`config.mk`:
```
export PLATFORM = sky130hd
export DESIGN_NAME = mfg_ram
export DESIGN_NICKNAME = d
export VERILOG_FILES = /design/src/matched_filter_gradient_assert.svh /design/src/mfg_ram.sv
export SDC_FILE = /design/constraint.sdc
export NUM_CORES = 1
export LEC_CHECK = 0
export BUFFER_PORTS_ARGS = -buffer_cell sky130_fd_sc_hd__buf_4
export CORE_MARGIN = 3
export CORE_UTILIZATION = 52
export DETAILED_ROUTE_END_ITERATION = 10
export PLACE_DENSITY = 0.69
export SYNTH_ARGS = -nofsm -noshare
export SYNTH_HDL_FRONTEND = slang
export SYNTH_SLANG_ARGS = --single-unit
```
`constraint.sdc`:
```
create_clock -name clk -period 2.2 [get_ports clk]
set_clock_uncertainty 0.1 [all_clocks]
set_input_delay 0.44 -clock clk [delete_from_list [all_inputs] [get_ports clk]]
set_output_delay 0.44 -clock clk [all_outputs]
set_load 0.05 [all_outputs]
```
`src/matched_filter_gradient_assert.svh`:
```
// Assertion macros for the matched filter gradient block.
`ifndef MATCHED_FILTER_GRADIENT_ASSERT_SVH
`define MATCHED_FILTER_GRADIENT_ASSERT_SVH

`ifndef ASSERT_OFF
// clocked check, quiet while reset is asserted
`define MFG_ASSERT(label, prop, msg) \
    label: assert property (@(posedge clk) disable iff (!rst_n) prop) else $error(msg);
// clocked check, also evaluated during reset
`define MFG_ASSERT_ALWAYS(label, prop, msg) \
    label: assert property (@(posedge clk) prop) else $error(msg);
`else
`define MFG_ASSERT(label, prop, msg)
`define MFG_ASSERT_ALWAYS(label, prop, msg)
`endif

`endif

```
`src/mfg_ram.sv`:
```
// Generic single-write, single-read synchronous RAM with registered read data.
module mfg_ram #(
    parameter int WIDTH = 8,
    parameter int DEPTH = 16
) (
    input  logic                     clk,
    input  logic                     we,
    input  logic [$clog2(DEPTH)-1:0] waddr,
    input  logic [WIDTH-1:0]         wdata,
    input  logic                     re,
    input  logic [$clog2(DEPTH)-1:0] raddr,
    output logic [WIDTH-1:0]         rdata
);

    logic [WIDTH-1:0] mem_reg [DEPTH];
    logic [WIDTH-1:0] rdata_reg;

    // read returns the old contents when both ports hit the same entry
    always_ff @(posedge clk)
    begin
        if (we)
            mem_reg[waddr] <= wdata;
        if (re)
            rdata_reg <= mem_reg[raddr];
    end

    assign rdata = rdata_reg;

endmodule

```
==> impl_metrics.ini, run 1 <==
[critical_path]
dominant_delay_contributor_by_cell_family_on_the_critical_path = flip-flops
worst-path-max-fanout = 1
path_cells = buf_4
worst_setup_path_start_kind = flip-flop
cp_slowest_cell = edfxtp_1
cp.required_ns = 1.66
critPathKind = flip-flop to output pin
worst_setup_path_end_kind = output pin
crit_buf_inv = 1
rr_startpoint = mem_reg[10][0]
critPathLaunch = rdata[1]
slowest_delay_ns = 0.44
arrival_time_at_the_worst_endpoint_ns = 1.18

[logic_synthesis]
sequential_element_share_of_the_synthesized_area_pct = 78.12
post-synth-top-area-fraction_pct = 78.12
synthMuxAreaShare_pct = 14.79
synthArstFlopShare_pct = 0
postSynthNetCount = 248
synth_enable_flop_cells = 136
synth_largest_area_cell = edfxtp_1
adder_cell_share_of_the_synthesized_area_pct = 0
synth_top_family_by_area = multiplexers
synthXorXnorAreaFrac_pct = 0
synthCells = 229
synth_area_in_compound_gates_pct = 2.298
synth_area_um2 = 5228
ys.warnings.count = 0
synthTopCellsByArea = edfxtp_1 (78%), mux4_2 (7.8%), mux4_1 (7.0%), a22oi_1 (2.3%), nor2_1 (0.93%)
top_reg_cell_synth = edfxtp_1
synthesis_stage_register_bit_count = 136
simple_logic_cell_fraction_of_the_synthesized_area_pct = 3.135
post_synth_most_frequent_cells = edfxtp_1 (136), mux4_2 (18), a22oi_1 (16)
yosysMostFrequentCell = edfxtp_1
syn-mean-instance-area_um2 = 22.83
synth.distinct_cells = 18

[sta]
slew_violations = 0
report.final.hold_viol_count = 0
timing.final.crit_period_ns = 1.716
timing.hold.ws_ns = 0.1282
finalSetupViolCount = 0
pin_slew_with_the_least_headroom_to_its_limit_ns = 0.3654
rsz0062_at_grt = false
setup_total_negative_slack_ns = 0
period_share_pct = 78.00
max_freq_ghz = 0.5827
maxSlewHeadroom_pct = 75.64

[grt]
grt_util_all_layers_pct = 19.03
first_global_vias = 2663
grt_pass1_wl_um = 15310
grt_antenna_before_repair = 0
pin_count_of_the_biggest_net_entering_global_routing = 21
grt_overflow_total = 0

[pwr]
combPwrFrac_pct = 5.5
vdd.ir_drop.worst_mv = 0.6140
power.sequential.fraction_pct = 49.5
pwr_density_cell_nw_per_um2 = 946.5
power.share.clock_pct = 45.0
switchingPower_w = 0.001259
total_leakage_power_nw = 2.132
power_report.internal_total_w = 0.004673
sw_frac_of_total_pct = 21.23

[placement]
buffer_ports.inserted = 26
dp.final_hpwl_um = 6241
dp.cells = 396
routabilityCongestion = 0.7146

[clocking]
number_of_sinks_on_the_clock_net = 136
tritoncts = built
cts_root_buf = clkbuf_8
cts_buffers = 17
source_to_sink_clock_delay_at_the_later_pin_of_the_worst_skew_pair_ns = 0.51
cts-hold-fix-buffers = 0
cts.repair.resized = 0
path_clk_slew_ns = 0.06
cts.htree.levels = 4
clockBufferDepth = 2
postCtsSetupBuffers = 0

[layout]
nNetsFinal = 305
fillerInstances = 611
largest_register_ffs = 128
area_growth_pct = 19.91
num_antenna_cells = 0
layoutNonFillerInstCount = 428
drive_above_1_share_pct = 32.78

[die]
floorplan.io_pins = 27
core_region_area_um2 = 9503
die_area_um2 = 11290
initial_core_util_pct = 55.01
die_h_um = 106.3
die_w_um = 106.3
placementRows = 35

[drt]
antenna_violating_nets_post_route = 0
via_count = 2462
finalWirelength_um = 9551
number_of_detailed_route_iterations_in_the_first_pass = 5
route.detailed.drc = 0
dr.first_iter.drc_count = 146
routed_wire_length_per_instance_um = 22.32
detail_route.vias_per_cell = 5.752

[min_path]
min-delay-start = wdata[3]
hold_path_class = input port to flip-flop

[run_status]
run_status = finished clean

[job]
maxCapViolCount = 0
## power by group through the flow
stage | combinational (W) | clock (W) | sequential [W]
4_1_cts | 0.000333 | 0.00271 | 0.00294
5_1_grt | 0.000352 | 0.00284 | 0.00294
3_3_place_gp | 0.000325 | 0 | 0.00299
6_report | 0.000326 | 0.00267 | 0.00294
2_1_floorplan | 0.000147 | 0 | 0.00303
3_5_place_dp | 0.000330 | 0 | 0.00299
## worst paths after layout
check / to / slack [ns] / cells past startpoint
max: rdata[1] / 0.48 / 1
min: mem_reg[12][3] / 0.13 / 1
max reg2reg: rdata[0] / 0.64 / 3
min reg2reg: rdata[2] / 0.66 / 3
## layout by cell type, fill, tap and decap left out, types with 3 or more instances in the layout
| cell | netlist | layout |
|---|---|---|
| clkinv_2 | 0 | 3 |
| nor2_1 | 13 | 13 |
| clkbuf_16 | 0 | 16 |
| a22oi_1 | 16 | 16 |
| buf_12 | 0 | 3 |
| nor3_1 | 4 | 4 |
| edfxtp_1 | 136 | 136 |
| buf_4 | 1 | 45 |
| mux4_1 | 14 | 14 |
| clkinvlp_4 | 0 | 3 |
| nand2_1 | 9 | 9 |
| mux4_2 | 18 | 18 |
| clkinv_4 | 0 | 4 |
## kinds of logic after synthesis
family	Yosys count
DFF	136
and+or+nand+nor	35
muxes	32
AOI/OAI and AO/OA	16
buffers and inverters	10
## final cells by class
class / instances / area (um2) / share of cell area, %
multi-input combinational: 83 / 1057 / 16.87
timing repair buffer: 48 / 397.9 / 6.347
clock inverter: 14 / 150.1 / 2.395
clock buffer: 18 / 417.9 / 6.667
tap: 129 / 161.4 / 2.575
sequential: 136 / 4084 / 65.15
## routing by layer
layer / vias up / part of all wire (%) / track usage [%]
met1: 1272 / 40 / 25.62
met2: 83 / 52 / 31.13
met3: 11 / 6.4 / 4.554
met4: 0 / 1.5 / 6.013
li1: 1096 / - / -
met5: - / 0 / 0
## metrics by stage
| step | util (%) | setup WS, ns | power, W | instance area (um2) |
|---|---|---|---|---|
| after floorplan | - | 0.1671 | 0.003177 | 5228 |
| after global placement | 59.99 | 0.1663 | 0.003312 | 5700 |
| after detailed placement | 59.99 | 0.1528 | 0.003321 | 5700 |
| after CTS | 65.96 | 0.4675 | 0.005982 | 6269 |
| after global routing | 65.96 | 0.4635 | 0.006132 | 6269 |
| final | 65.96 | 0.4839 | 0.005933 | 6269 |
Power figures use the tool's default switching activity.
==> run 2, diff against run 1 <==
==> constraint.sdc (replaced) <==
create_clock -name clk -period 1.6 [get_ports clk]
set_clock_uncertainty 0.1 [all_clocks]
set_input_delay 0.32 -clock clk [delete_from_list [all_inputs] [get_ports clk]]
set_output_delay 0.32 -clock clk [all_outputs]
set_load 0.05 [all_outputs]
==> impl_metrics.ini, run 2 (synthesis gave the netlist of run 1 again) <==
[drt]
finalWirelength_um = 9862
route.detailed.drc = 0
via_count = 2465
antenna_violating_nets_post_route = 0
detail_route.vias_per_cell = 5.693
number_of_detailed_route_iterations_in_the_first_pass = 4
dr.first_iter.drc_count = 180
routed_wire_length_per_instance_um = 22.78

[run_status]
run_status = finished clean

[layout]
multi_input_comb_area_um2 = 1033
area.sequential_um2 = 4084
num_antenna_cells = 0
largest_register_ffs = 128
area_growth_pct = 21.52
drive_above_1_share_pct = 40.13
nNetsFinal = 310
top_library_cells_by_usage_in_the_layout_fill_and_taps_aside = edfxtp_1 (136), buf_4 (48), mux4_2 (31), clkbuf_16 (16), a22oi_1 (14)
layout_commonest_cell = edfxtp_1
layoutNonFillerInstCount = 433
fillerInstances = 639

[clocking]
cts_root_buf = clkbuf_8
cts.htree.levels = 4
clockBufferDepth = 2
path_clk_slew_ns = 0.06
cts-hold-fix-buffers = 0
number_of_sinks_on_the_clock_net = 136
cts_buffers = 17
source_to_sink_clock_delay_at_the_later_pin_of_the_worst_skew_pair_ns = 0.50
postCtsSetupBuffers = 0
tritoncts = built

[die]
core_region_area_um2 = 9503
placementRows = 35
die_h_um = 106.3
die_area_um2 = 11290
die_w_um = 106.3
initial_core_util_pct = 55.01
floorplan.io_pins = 27

[sta]
slew_violations = 0
timing.hold.ws_ns = 0.01900
period_share_pct = 97.85
timing.final.crit_period_ns = 1.566
finalSetupViolCount = 0
report.final.hold_viol_count = 0
pin_slew_with_the_least_headroom_to_its_limit_ns = 0.8878
maxSlewHeadroom_pct = 40.69
max_freq_ghz = 0.6387
rsz0062_at_grt = false

[grt]
pin_count_of_the_biggest_net_entering_global_routing = 17
first_global_vias = 2699
grt_util_all_layers_pct = 19.22
grt_antenna_before_repair = 0
grt_overflow_total = 0
grt_pass1_wl_um = 15370

[placement]
routabilityCongestion = 0.7086
buffer_ports.inserted = 26
dp.cells = 401
dp.final_hpwl_um = 6259

[critical_path]
cp.required_ns = 1.18
arrival_time_at_the_worst_endpoint_ns = 1.15
slowest_delay_ns = 0.42
worst_setup_path_end_kind = output pin
critPathKind = flip-flop to output pin
cp_slowest_cell = edfxtp_1
worst_setup_path_start_kind = flip-flop
dominant_delay_contributor_by_cell_family_on_the_critical_path = flip-flops
worst-path-max-fanout = 1
path_cells = buf_4
crit_buf_inv = 1

[pwr]
vdd.ir_drop.worst_mv = 0.6938
total_leakage_power_nw = 2.143
pwr_density_cell_nw_per_um2 = 1335

[min_path]
hold_path_class = input port to flip-flop

[job]
maxCapViolCount = 0
==> run 2: cell count changes in the layout (fill, tap and decap cells not counted), sizes merged <==
cell	previous run	this run
clkinvlp	3	2
buf	48	53
inv	2	3
bufinv	2	4
clkbuf	18	17
clkinv	7	6
==> run 2: what timing repair did <==
action / CTS / global route
gates resized for setup: 1 / 1
pin swaps: 0 / 0
setup endpoints to repair: 1 / 1
cloned: 0 / 0
==> run 2: final cells by class <==
class / instances / share of cell area [%]
clock buffers: 17 / 6.520
clock inverters: 15 / 3.132
multi-input cells: 83 / 16.27
flip-flops and latches: 136 / 64.29
well taps: 129 / 2.541
repair buffers: 53 / 7.248
==> run 2: worst paths after layout <==
check	startpoint	endpoint	slack, ns	cells past startpoint
worst max-delay path	rdata[2]	rdata[2]	0.03	1
worst min-delay path	wdata[2]	mem_reg[12][2]	0.02	1
worst max register to register	mem_reg[14][7]	rdata[7]	0.08	3
worst min register to register	mem_reg[0][0]	rdata[0]	0.65	3
==> run 2: metrics by stage <==
step / utilization (%) / total power [W] / worst slack, ns / setup TNS [ns] / instance area [um2]
final: 66.85 / 0.008478 / 0.03433 / 0 / 6352
after global routing: 66.85 / 0.008729 / 0.007074 / 0 / 6352
after CTS: 66.79 / 0.008545 / 0.01550 / 0 / 6347
after detailed placement: 60.29 / 0.004597 / -0.3048 / -4.225 / 5729
after global placement: 60.29 / 0.004584 / -0.3054 / -3.792 / 5729
after floorplan: - / 0.004387 / -0.08615 / -2.775 / 5228
==> run 2: report_power, final <==
part	leakage, nW	switching (W)	internal [W]
combinational	0.608	0.000276	0.000208
clock	0.299	0.00142	0.00254
sequential	1.24	0.0000233	0.00401
total	2.14	0.00172	0.00676
==> run 2: per-layer routing <==
| layer | share of wire, % | up-vias | wire [um] | track usage [%] |
|---|---|---|---|---|
| met5 | 0 | - | 0 | 0 |
| met4 | 0.94 | 0 | 93 | 7.123 |
| met3 | 5.6 | 4 | 550 | 4.675 |
| met2 | 52 | 75 | 5086 | 31.58 |
| met1 | 42 | 1293 | 4132 | 25.16 |
| li1 | - | 1093 | - | - |
